### config.mk
export PLATFORM = sky130hd
export DESIGN_NAME = rri_queue
export DESIGN_NICKNAME = d
export VERILOG_FILES = /design/src/sv/rri_pkg.sv /design/src/sv/rri_queue.sv
export SDC_FILE = /design/constraint.sdc
export NUM_CORES = 1
export LEC_CHECK = 0
export BUFFER_PORTS_ARGS = -buffer_cell sky130_fd_sc_hd__buf_2
export CAP_MARGIN = 5
export CORE_MARGIN = 2
export CORE_UTILIZATION = 40
export DETAILED_ROUTE_END_ITERATION = 7
export PLACE_DENSITY = 0.61
export SLEW_MARGIN = 5
export SYNTH_ARGS = -nofsm -noshare
export SYNTH_HDL_FRONTEND = slang
export SYNTH_SLANG_ARGS = --single-unit
### constraint.sdc
create_clock -name clock -period 6.95 [get_ports clock]
set_input_delay 1.39 -clock clock [delete_from_list [all_inputs] [get_ports clock]]
set_output_delay 1.39 -clock clock [all_outputs]
set_load 0.02 [all_outputs]
### src/sv/rri_pkg.sv
`default_nettype none
// ----------------------------------------------------------------------------
// rri_pkg
// Shared types and constants of the ray / bounded plane intersection core.
// ----------------------------------------------------------------------------
package rri_pkg;

   // Miss cause codes.
   localparam logic [2:0] CAUSE_HIT      = 3'd0;
   localparam logic [2:0] CAUSE_PARALLEL = 3'd1;
   localparam logic [2:0] CAUSE_RANGE    = 3'd2;
   localparam logic [2:0] CAUSE_OUT_U    = 3'd3;
   localparam logic [2:0] CAUSE_OUT_V    = 3'd4;

   // Configuration register indexes.
   localparam logic [2:0] REG_NORMAL   = 3'd0;
   localparam logic [2:0] REG_AXIS_U   = 3'd1;
   localparam logic [2:0] REG_AXIS_V   = 3'd2;
   localparam logic [2:0] REG_CENTER   = 3'd3;
   localparam logic [2:0] REG_OFFSET   = 3'd4;
   localparam logic [2:0] REG_HALF_U   = 3'd5;
   localparam logic [2:0] REG_HALF_V   = 3'd6;

   localparam logic [15:0] UNBOUNDED = 16'hFFFF;

   // Classified ray handed from the front end to the back end.
   typedef struct packed {
      logic             parallel;
      logic             neg;        // quotient sign is negative
      logic [47:0]      num_mag;    // |numerator| * 2^14
      logic [32:0]      den_mag;    // |denominator|
      logic [2:0][15:0] org;
      logic [2:0][15:0] dir;
      logic [15:0]      maxd;
   } job_type;

   // One stage of the division pipeline.
   typedef struct packed {
      logic             parallel;
      logic             miss;
      logic [47:0]      rem;
      logic [32:0]      dvs;
      logic [15:0]      quo;
      logic [2:0][15:0] org;
      logic [2:0][15:0] dir;
      logic [15:0]      maxd;
   } div_type;

endpackage
`default_nettype wire

### src/sv/rri_queue.sv
`default_nettype none
// ----------------------------------------------------------------------------
// rri_queue
// Four-entry queue that decouples the front end from the back end.
// ----------------------------------------------------------------------------
module rri_queue (
   input  wire logic               clock,
   input  wire logic               reset,
   input  wire logic               push,
   input  wire rri_pkg::job_type   wr_job,
   input  wire logic               pop,
   output rri_pkg::job_type        rd_job,
   output logic                    empty,
   output logic                    full
);

   rri_pkg::job_type mem [4];
   logic [1:0] wp_ff, rp_ff;
   logic [2:0] cnt_ff;

   // Storage write.
   always_ff @(posedge clock) begin
      if (push) begin
         mem[wp_ff] <= wr_job;
      end
   end

   // Pointers and fill count.
   always_ff @(posedge clock) begin
      if (reset) begin
         wp_ff  <= '0;
         rp_ff  <= '0;
         cnt_ff <= '0;
      end else begin
         if (push) wp_ff <= wp_ff + 2'd1;
         if (pop)  rp_ff <= rp_ff + 2'd1;
         cnt_ff <= cnt_ff + 3'(push) - 3'(pop);
      end
   end

   assign rd_job = mem[rp_ff];
   assign empty  = (cnt_ff == 3'd0);
   assign full   = (cnt_ff == 3'd4);

endmodule
`default_nettype wire

# == Yosys cells after proc, flatten, opt, wreduce, memory -nomap -nowiden ==
# Memories as Yosys holds them, arrays and structs flattened. A register that Yosys moved wholly into a read port is not among the register bits.
# Index checks and enable logic that the tools add are counted.
# classes
n_addsub,4
n_eq_ne,1
n_mux,4
n_reduce_logical,1
# op_table
operator,count
adder 2 x 1 -> 2 bit (second input constant),2
2-to-1 mux 2 bit,2
adder 3 x 1 -> 3 bit,1
== test 3 bit (second input constant),1
zero test 3 bit,1
subtractor 3 x 1 -> 3 bit,1
2-to-1 mux 1 bit,2
# word_totals
register_bits,7
ramBits,780
inputBits,199
output_inout_bits,197
word_cells,14
n_memories,1
# memory_table
name,words,word_bits,read_ports,rd_ports_with_merged_regs,write_ports,line_no,source
mem,4,195,1,1,1,rri_queue.sv:17,rri_pkg::job_type mem [4];

# == Longest topological paths before layout ==
# Gate-level depths: netlist of run 1.
# depth
ltp_word,3
depth_mapped,7
ltp_nobuf,7

# == Least setup slack after synthesis of run 1 ==
# OpenSTA, ideal clock, no wires.
# synth_path
path_type,in2reg
startpoint,input push
endpoint,memory mem[0][0] (netlist name) (enable)
setup_time_ns,0.578
t_arrival_ns,5.816
t_required_ns,6.372
setup_slack_ns,0.555
stages,1
n_path_buf,0
path_cell_list,and2_1
# synth_via
elab_chain_cells,2
# synth_rtl
element,line_no,source
from (decl),rri_queue.sv:9,"input wire logic push,"
2-to-1 mux 1 bit,rri_queue.sv:23,if (push) begin
2-to-1 mux 1 bit (not written as such),rri_queue.sv:24,mem[wp_ff] <= wr_job;
to (decl),rri_queue.sv:17,
# Every way passes these cells.

==> results of run 1 <==
## area by class of cell
class,count,area (um2),share of cell area
Clock buffer,104,2200,0.0642
Timing Repair Buffer,408,2160,0.0632
Inverter,6,22.5,0.000658
Clock inverter,44,377,0.0110
Antenna cell,3,7.51,0.000219
Multi-Input combinational cell,222,4640,0.136
Tap cell,950,1190,0.0348
Sequential cell,789,23600,0.690
## worst paths after layout
check          endpoint  slack [ns]  depth (start not counted)
min reg2reg   flip-flop        0.53                          2
min           flip-flop        0.53                          2
max reg2reg   mem[1][6]        4.68                          4
max          rd_job[68]        2.68                          3
## registers in the layout, indices dropped and copies added, names as in the netlist, named ones only
register	flops
wp_ff	2
rp_ff	2
mem	780
cnt_ff	3
## power by group
part	leakage, nW	total, mW	internal (mW)	switching (mW)
sequential	7.24	5.53	5.48	0.0592
clock	1.24	4.16	2.40	1.76
combinational	2.85	1.09	0.433	0.658
## stage by stage
stage / util / hold slack [ns] / setup slack (ns) / std cells
3_5_place_dp: 0.445 / 0.531 / 3.20 / 2375
4_1_cts: 0.481 / 0.540 / 2.52 / 2523
3_3_place_gp: 0.445 / 0.520 / 3.19 / 2375
2_1_floorplan: - / 0.492 / 0.555 / 1061
6_report: 0.481 / 0.530 / 2.68 / 2526
5_1_grt: 0.481 / 0.577 / 2.44 / 2524
## worst reg2reg max path, stage by stage (launching register included)
cell and delay, ns:
dfxtp_1 0.34, inv_1 0.09, ha_1 0.15, and2_4 0.51
buf_4 0.72
## cell usage after synthesis (all sizes together)
cell type | n | area share
xor3 | 1 | 0.00083
and3 | 1 | 0.00022
mux4 | 195 | 0.15
edfxtp | 780 | 0.82
a21bo | 1 | 0.00035
clkbuf | 5 | 0.00066
nor2 | 5 | 0.00066
nand3b | 1 | 0.00026
inv | 6 | 0.00079
mux2i | 1 | 0.00035
nor3 | 1 | 0.00017
buf | 39 | 0.011
and2 | 4 | 0.00088
xnor2 | 2 | 0.00061
fa | 1 | 0.00070
ha | 6 | 0.0026
a21oi | 1 | 0.00017
dfxtp | 9 | 0.0063
nor2b | 2 | 0.00044
## cell families after synthesis
| kind of cell | after synthesis | synth area share |
|---|---|---|
| adders and majority gates | 7 | 0.00333 |
| xor gates and xnor gates | 3 | 0.00144 |
| AOI/OAI and AO/OA | 2 | 0.000525 |
| and+or+nand+nor | 14 | 0.00263 |
| muxes | 196 | 0.154 |
| buffers and inverters | 50 | 0.0122 |
| DFF | 789 | 0.826 |
## per-layer routing
layer | vias to the layer above | routed length (um) | track usage
met3 | 80 | 4570 | 0.0508
met1 | 6629 | 22900 | 0.198
met2 | 362 | 28100 | 0.250
met5 | - | 66 | 0
li1 | 5520 | - | -
met4 | 12 | 1020 | 0.0447
==> flow_metrics.tcl, run 1 <==
set metrics [dict create \
    grt_usage 0.154 \
    post-route-cell-area_um2 34200 \
    worst_skew_pair.late_latency_ns 0.61 \
    worstPathCellList "buf_12 > mux4_2 > buf_2" \
    fin_nets 1717 \
    grt_overflow_total 0 \
    grt_pass1_wl_um 84900 \
    dieHeight_um 271 \
    yosysWarnings 0 \
    firstDrtPassIters 5 \
    layout_commonest_cell "edfxtp_1" \
    numPortBuffers 395 \
    cts_setup_buffers 0 \
    clock.fmax_mhz 234 \
    ys_seq_elements 789 \
    clockRootBuffer "clkbuf_16" \
    antenna_found_initial 10 \
    cts_htree_levels 3 \
    dieArea_um2 73600 \
    maxCapViolCount 0 \
    tns_ns 0 \
    wl_per_cell_um 22.4 \
    reg2reg_from "wp_ff[1]" \
    finalHoldViolations 0 \
    cts.clk_slew.worst_paths_ns 0.05 \
    grt_pass1_vias 13500 \
    period_share 0.615 \
    postPlaceCellArea_um2 31600 \
    fillers 5862 \
    clk_path_buf_depth 3 \
    postSynthNetCount 1267 \
    syn_area_um2 28600 \
    grt_max_degree 122 \
    fp.dieW_um 271 \
    post-route-drc-count 0 \
    cp_max_fo 84 \
    cts-buffers-inserted 84 \
    endpoint_kind "output pin" \
    hold_buffers 0 \
    coreArea_um2 71100 \
    cts_resized 0 \
    criticalPathCategory "reg2out" \
    leakage_nw 11.3 \
    synth_cells 1061 \
    cts_num_sinks 789 \
    avgSynthCellArea_um2 26.9 \
    min_from "rp_ff[1]" \
    start_kind "flip-flop" \
    crit_required_ns 5.56 \
    period_needed_ns 4.27 \
    initial_core_util 0.402 \
    arrival_ns 2.88 \
    power_density_nw_per_um2 315 \
    cp_slowest_cell "dfxtp_4" \
    report.final.setup_viol 0 \
    rows 98 \
    dp_hpwl_um 32800 \
    hold_class "reg2reg" \
    worst_pin_slew_ns 1.02 \
    outcome "finished, final reports clean" \
    fin_skew_ns 0.0120 \
    place.gp.congestion 0.703 \
    report.final.slew_viol_count 0 \
    relSlewSlack 0.317 \
    final_cell_mix "edfxtp_1, buf_2, mux4_2, clkbuf_16, clkinv_1" \
    drtAntennaViolNets 0 \
    p_total_mw 10.8 \
    rsz0062_at_grt "false" \
    cpPeakStageDelay_ns 0.74 \
    ir_drop_uv 197 \
    synth.distinct_cells 20 \
    dr_total_vias 12600 \
    first_iter_violations 868 \
    path_buf_inv 2 \
    critical_path.top_delay_family "flip-flops" \
    drt_wl_total_um 56600 \
    ys_seq_area_frac 0.826 \
    drive_gt1_frac 0.458 \
    viasPerCell 4.99 \
    tritoncts "done" \
    ios 396 \
    area_delta_synth_final_pct 19.7 \
]
Power figures use the tool's default switching activity.
==> run 2: changes to the inputs <==
--- a/config.mk
+++ b/config.mk
@@ -5,6 +5,7 @@
 export SDC_FILE = /design/constraint.sdc
 export NUM_CORES = 1
 export LEC_CHECK = 0
+export ABC_AREA = 1
 export BUFFER_PORTS_ARGS = -buffer_cell sky130_fd_sc_hd__buf_2
 export CAP_MARGIN = 5
 export CORE_MARGIN = 2
==> constraint.sdc (replaced) <==
create_clock -name clock -period 4.25 [get_ports clock]
set_input_delay 0.85 -clock clock [delete_from_list [all_inputs] [get_ports clock]]
set_output_delay 0.85 -clock clock [all_outputs]
set_load 0.02 [all_outputs]
==> flow_metrics.tcl, run 2 <==
set metrics [dict create \
    outcome "finished, final reports clean" \
    hold_class "in2reg" \
    criticalPathCategory "reg2out" \
    top_regs "mem (780), cnt_ff (3)" \
    grt_overflow_total 0 \
    syn_area_um2 32000 \
    clk_path_buf_depth 3 \
    p_clk_frac 0.403 \
    tns_ns 0 \
    fp.dieW_um 287 \
    yosysWarnings 0 \
    dp_hpwl_um 41800 \
    tritoncts "done" \
    viasPerCell 4.80 \
    period_needed_ns 3.29 \
    grt_max_degree 136 \
    leakage_nw 14.5 \
    avgSynthCellArea_um2 13.7 \
    postSynthNetCount 2537 \
    maxCapViolCount 0 \
    rsz0062_at_grt "false" \
    holdWs_ns 0.427 \
    period_share 0.773 \
    ir_drop_uv 394 \
    synthTopCellsByArea "edfxtp_1, o211ai_2, inv_1" \
    rr_worst_depth 4 \
    drive_gt1_frac 0.271 \
    cts_num_sinks 789 \
    finalWorstSetupSlack_ns 0.965 \
    synth_top_cell_by_area "edfxtp_1" \
    report.final.setup_viol 0 \
    numPortBuffers 395 \
    dieArea_um2 82200 \
    ys_seq_area_frac 0.739 \
    grt_pass1_vias 18400 \
    post-route-cell-area_um2 38000 \
    start_kind "flip-flop" \
    switchingPower_mw 4.41 \
    clockRootBuffer "clkbuf_16" \
    cp_max_fo 73 \
    cts.clk_slew.worst_paths_ns 0.06 \
    coreArea_um2 79000 \
    hold_buffers 0 \
    postPlaceCellArea_um2 35100 \
    clock.fmax_mhz 304 \
    synth_cells 2331 \
    grt_usage 0.163 \
    synth.distinct_cells 17 \
    p_int_mw 13.8 \
    firstDrtPassIters 5 \
    netlist_top_cells_count "edfxtp_1, inv_1, nand2_1, a21oi_1, o21ai_0" \
    min_from "wr_job[127]" \
    power_frac_comb 0.104 \
    drtAntennaViolNets 0 \
    worst_pin_slew_ns 1.16 \
    rows 103 \
    synth_flop_cell "edfxtp_1" \
    regMostFlops "mem" \
    min_to "mem[2][127]" \
    largest_register_ffs 780 \
    ios 396 \
    power_density_nw_per_um2 481 \
    synth_edf_count 780 \
    cts_htree_levels 3 \
    grt_pass1_wl_um 103000 \
    cts_resized 0 \
    initial_core_util 0.405 \
    hold-path-cell-count 1 \
    place.gp.congestion 0.770 \
    cts-buffers-inserted 83 \
    utilization 0.481 \
    fin_skew_ns 0.0323 \
    crit_required_ns 3.40 \
    layout_commonest_cell "edfxtp_1" \
    antenna_found_initial 17 \
    drt_wl_total_um 68200 \
    final_cell_mix "edfxtp_1, inv_1, nand2_1, buf_2, a21oi_1" \
    fin_nets 2933 \
    reg2reg_slack_ns 1.82 \
    finalHoldViolations 0 \
    ys_seq_elements 789 \
    arrival_ns 2.44 \
    r2r_end "mem[3][121]" \
    report.final.slew_viol_count 0 \
    place_ws_ns 1.22 \
    reg2reg_from "wp_ff[0]" \
    wl_per_cell_um 17.7 \
    yosysTopAreaCellShare 0.733 \
    swShare 0.242 \
    first_iter_violations 1002 \
    yosysMostFrequentCell "edfxtp_1" \
    seqPwrFrac 0.493 \
    postSynth.asyncResetShare 0 \
    relSlewSlack 0.225 \
    area_delta_synth_final_pct 18.8 \
    cts_setup_buffers 0 \
    dr_total_vias 18500 \
    post-route-drc-count 0 \
    dieHeight_um 287 \
    worst_skew_pair.late_latency_ns 0.63 \
    endpoint_kind "output pin" \
]
-- run 2: cells by family after synthesis --
kind of cell | count (synthesis) | synth area share
AOI/OAI and AO/OA | 595 | 0.139
DFF | 789 | 0.739
adders and majority gates | 7 | 0.00298
and+or+nand+nor | 404 | 0.0475
buffers and inverters | 536 | 0.0719
-- run 2: metrics by stage --
step           cells  total power [mW]
6_report        3851              18.2
5_1_grt         3848              19.0
4_1_cts         3843              18.5
3_5_place_dp    3692              11.1
3_3_place_gp    3692              11.0
2_1_floorplan   2331              10.4
-- run 2: how the worst max path moves through the flow --
stage | to | start | slack, ns
6_report | rd_job[118] | flip-flop | 0.96
5_1_grt | rd_job[187] | flip-flop | 0.70
4_1_cts | rd_job[184] | flip-flop | 0.85
3_5_place_dp | mem[3][153] | push | 1.22
3_3_place_gp | mem[3][188] | push | 1.21
2_1_floorplan | mem[0][0] | push | 0.03
-- run 2: final cells by class --
cell class / instances / area, um2
Clock inverter: 50 / 626
Antenna cell: 8 / 20.0
Fill cell: 6853 / 41000
Inverter: 406 / 1540
Sequential cell: 789 / 23600
Multi-Input combinational cell: 1006 / 6060
Timing Repair Buffer: 441 / 2610
Clock buffer: 101 / 2190
Tap cell: 1050 / 1310
-- run 2: power groups by stage --
stage                     clock network (mW)  registers [mW]  logic [mW]
after floorplan                            0            9.17        1.19
after global placement                     0            9.15        1.89
after detailed placement                   0            9.17        1.94
after CTS                               7.56            9.00        1.94
after global routing                    7.85            9.03        2.09
final                                   7.34            9.00        1.90
-- run 2: metal layers --
| metal | wire length (um) | up-vias | share of wire | GRT usage |
|---|---|---|---|---|
| met5 | 152 | - | 0.0022 | 0 |
| met4 | 1860 | 22 | 0.027 | 0.0516 |
| met3 | 4290 | 130 | 0.063 | 0.0445 |
| met2 | 34600 | 381 | 0.51 | 0.284 |
| met1 | 27300 | 8987 | 0.40 | 0.195 |
| li1 | - | 8955 | - | - |
-- run 2: critical path: stages, from the launching register on --
cell,delay (ns)
dfxtp_4,0.57
buf_4,0.68
a21oi_1,0.15
o21ai_0,0.10
nand2_1,0.12
buf_2,0.18
==> run 3: changes to the inputs <==
--- a/config.mk
+++ b/config.mk
@@ -5,13 +5,13 @@
 export SDC_FILE = /design/constraint.sdc
 export NUM_CORES = 1
 export LEC_CHECK = 0
-export ABC_AREA = 1
+export ABC_AREA = 0
 export BUFFER_PORTS_ARGS = -buffer_cell sky130_fd_sc_hd__buf_2
 export CAP_MARGIN = 5
 export CORE_MARGIN = 2
 export CORE_UTILIZATION = 40
 export DETAILED_ROUTE_END_ITERATION = 7
-export PLACE_DENSITY = 0.61
+export PLACE_DENSITY = 0.63
 export SLEW_MARGIN = 5
 export SYNTH_ARGS = -nofsm -noshare
 export SYNTH_HDL_FRONTEND = slang
==> constraint.sdc (replaced) <==
create_clock -name clock -period 2.8 [get_ports clock]
set_input_delay 0.56 -clock clock [delete_from_list [all_inputs] [get_ports clock]]
set_output_delay 0.56 -clock clock [all_outputs]
set_load 0.02 [all_outputs]
==> flow_metrics.tcl, run 3 (synthesis results as in run 1) <==
set metrics [dict create \
    cts.clk_slew.worst_paths_ns 0.06 \
    dr_total_vias 13100 \
    grt_pass1_wl_um 89400 \
    hold_class "in2reg" \
    finalHoldViolations 0 \
    rows 98 \
    maxCapViolCount 0 \
    utilization 0.500 \
    drt_wl_total_um 61100 \
    criticalPathCategory "reg2out" \
    crit_required_ns 2.24 \
    grt_pass1_vias 14000 \
    outcome "finished, final reports clean" \
    ios 396 \
    post-route-drc-count 0 \
    worst_skew_pair.late_latency_ns 0.63 \
    top_regs "mem (780), cnt_ff (3)" \
    initial_core_util 0.402 \
    cts-buffers-inserted 83 \
    grt_overflow_total 0 \
    start_kind "flip-flop" \
    period_share 0.996 \
    cp_max_fo 8 \
    rsz0062_at_grt "true" \
    firstDrtPassIters 5 \
    antenna_found_initial 11 \
    wl_per_cell_um 23.5 \
    cts_htree_levels 3 \
    dieArea_um2 73600 \
    grt_max_degree 93 \
    final_cell_mix "edfxtp_1, buf_2, mux4_2, clkbuf_16, buf_6" \
    area_delta_synth_final_pct 24.5 \
    tns_ns 0 \
    clk_path_buf_depth 3 \
    coreArea_um2 71100 \
    path_buf_inv 4 \
    critical_path.top_delay_family "buffers and inverters" \
    first_iter_violations 1051 \
    p_total_mw 27.0 \
    grt_usage 0.163 \
    cts_num_sinks 789 \
    fin_nets 1782 \
    drtAntennaViolNets 0 \
    numPortBuffers 395 \
    place.gp.congestion 0.735 \
    report.final.setup_viol 0 \
    fin_skew_ns 0.0146 \
    period_needed_ns 2.79 \
    endpoint_kind "output pin" \
    regMostFlops "mem" \
    fp.dieW_um 271 \
    clock.fmax_mhz 358 \
    cp_slowest_cell "mux4_2" \
    largest_register_ffs 780 \
    rr_worst_depth 4 \
    fillers 5671 \
    tritoncts "done" \
    dp_hpwl_um 37500 \
    ir_drop_uv 548 \
    relSlewSlack 0.505 \
    drive_gt1_frac 0.479 \
    hold_buffers 0 \
    report.final.slew_viol_count 0 \
    arrival_ns 2.23 \
    leakage_nw 12.0 \
    clockRootBuffer "clkbuf_16" \
    worst_pin_slew_ns 0.743 \
    power_density_nw_per_um2 759 \
    layout_commonest_cell "edfxtp_1" \
    cpPeakStageDelay_ns 0.54 \
    worstPathCellList "buf_12 > clkbuf_16 > buf_16 > mux4_2 > buf_6" \
    dieHeight_um 271 \
    hold-path-cell-count 1 \
    worstSetupPathDepth 5 \
    viasPerCell 5.06 \
]
==> run 3: path summary, 6_finish.rpt <==
path | start | endpoint | slack [ns]
hold reg to reg | rp_ff[1] | flip-flop | 0.54
setup / recovery | flip-flop | rd_job[24] | 0.01
setup reg to reg | wp_ff[1] | mem[1][122] | 1.00
hold / removal | wr_job[106] | mem[2][106] | 0.14
==> run 3: worst reg2reg max path, stage by stage (launching register included) <==
cell,delay [ns]
dfxtp_1,0.34
inv_1,0.09
ha_1,0.14
and2_4,0.29
buf_4,0.50
==> run 3: timing repair <==
action	in CTS	in global routing
endpoints found under the setup margin	152	83
buffers inserted	7	3
cloned	5	4
gates resized for setup	34	122
==> run 3: cell type report <==
| cell class | count | area, um2 | area share |
|---|---|---|---|
| flip-flops and latches | 789 | 23600 | 0.663 |
| multi-input cells | 222 | 4640 | 0.130 |
| repair buffers | 474 | 3630 | 0.102 |
| clock buffers | 99 | 2140 | 0.0600 |
| well taps | 950 | 1190 | 0.0334 |
| clock inverters | 49 | 344 | 0.00967 |
| inverters | 6 | 22.5 | 0.000633 |
| diodes | 8 | 20.0 | 0.000562 |
==> run 3: where the power goes <==
part	switching, mW	internal, mW
Sequential	0.122	13.6
Clock	4.39	5.67
Combinational	1.80	1.46
==> run 3: routing by layer <==
| layer | vias to the layer above | wire (um) | GRT usage |
|---|---|---|---|
| met5 | - | 60 | 0 |
| met4 | 10 | 1280 | 0.0538 |
| met3 | 94 | 4250 | 0.0456 |
| met2 | 367 | 30600 | 0.266 |
| met1 | 7006 | 25000 | 0.214 |
| li1 | 5669 | - | - |
==> run 3: per-stage QoR <==
| step | hold WS (ns) | area [um2] | instances | setup WS [ns] |
|---|---|---|---|---|
| after global placement | 0.501 | 32200 | 2422 | 0.528 |
| after global routing | 0.111 | 35600 | 2594 | -0.0678 |
| after detailed placement | 0.524 | 32200 | 2422 | 0.543 |
| after CTS | 0.0894 | 35100 | 2582 | -0.0667 |
| after floorplan | 0.492 | 28600 | 1061 | 0.434 |
| final | 0.144 | 35600 | 2597 | 0.00991 |
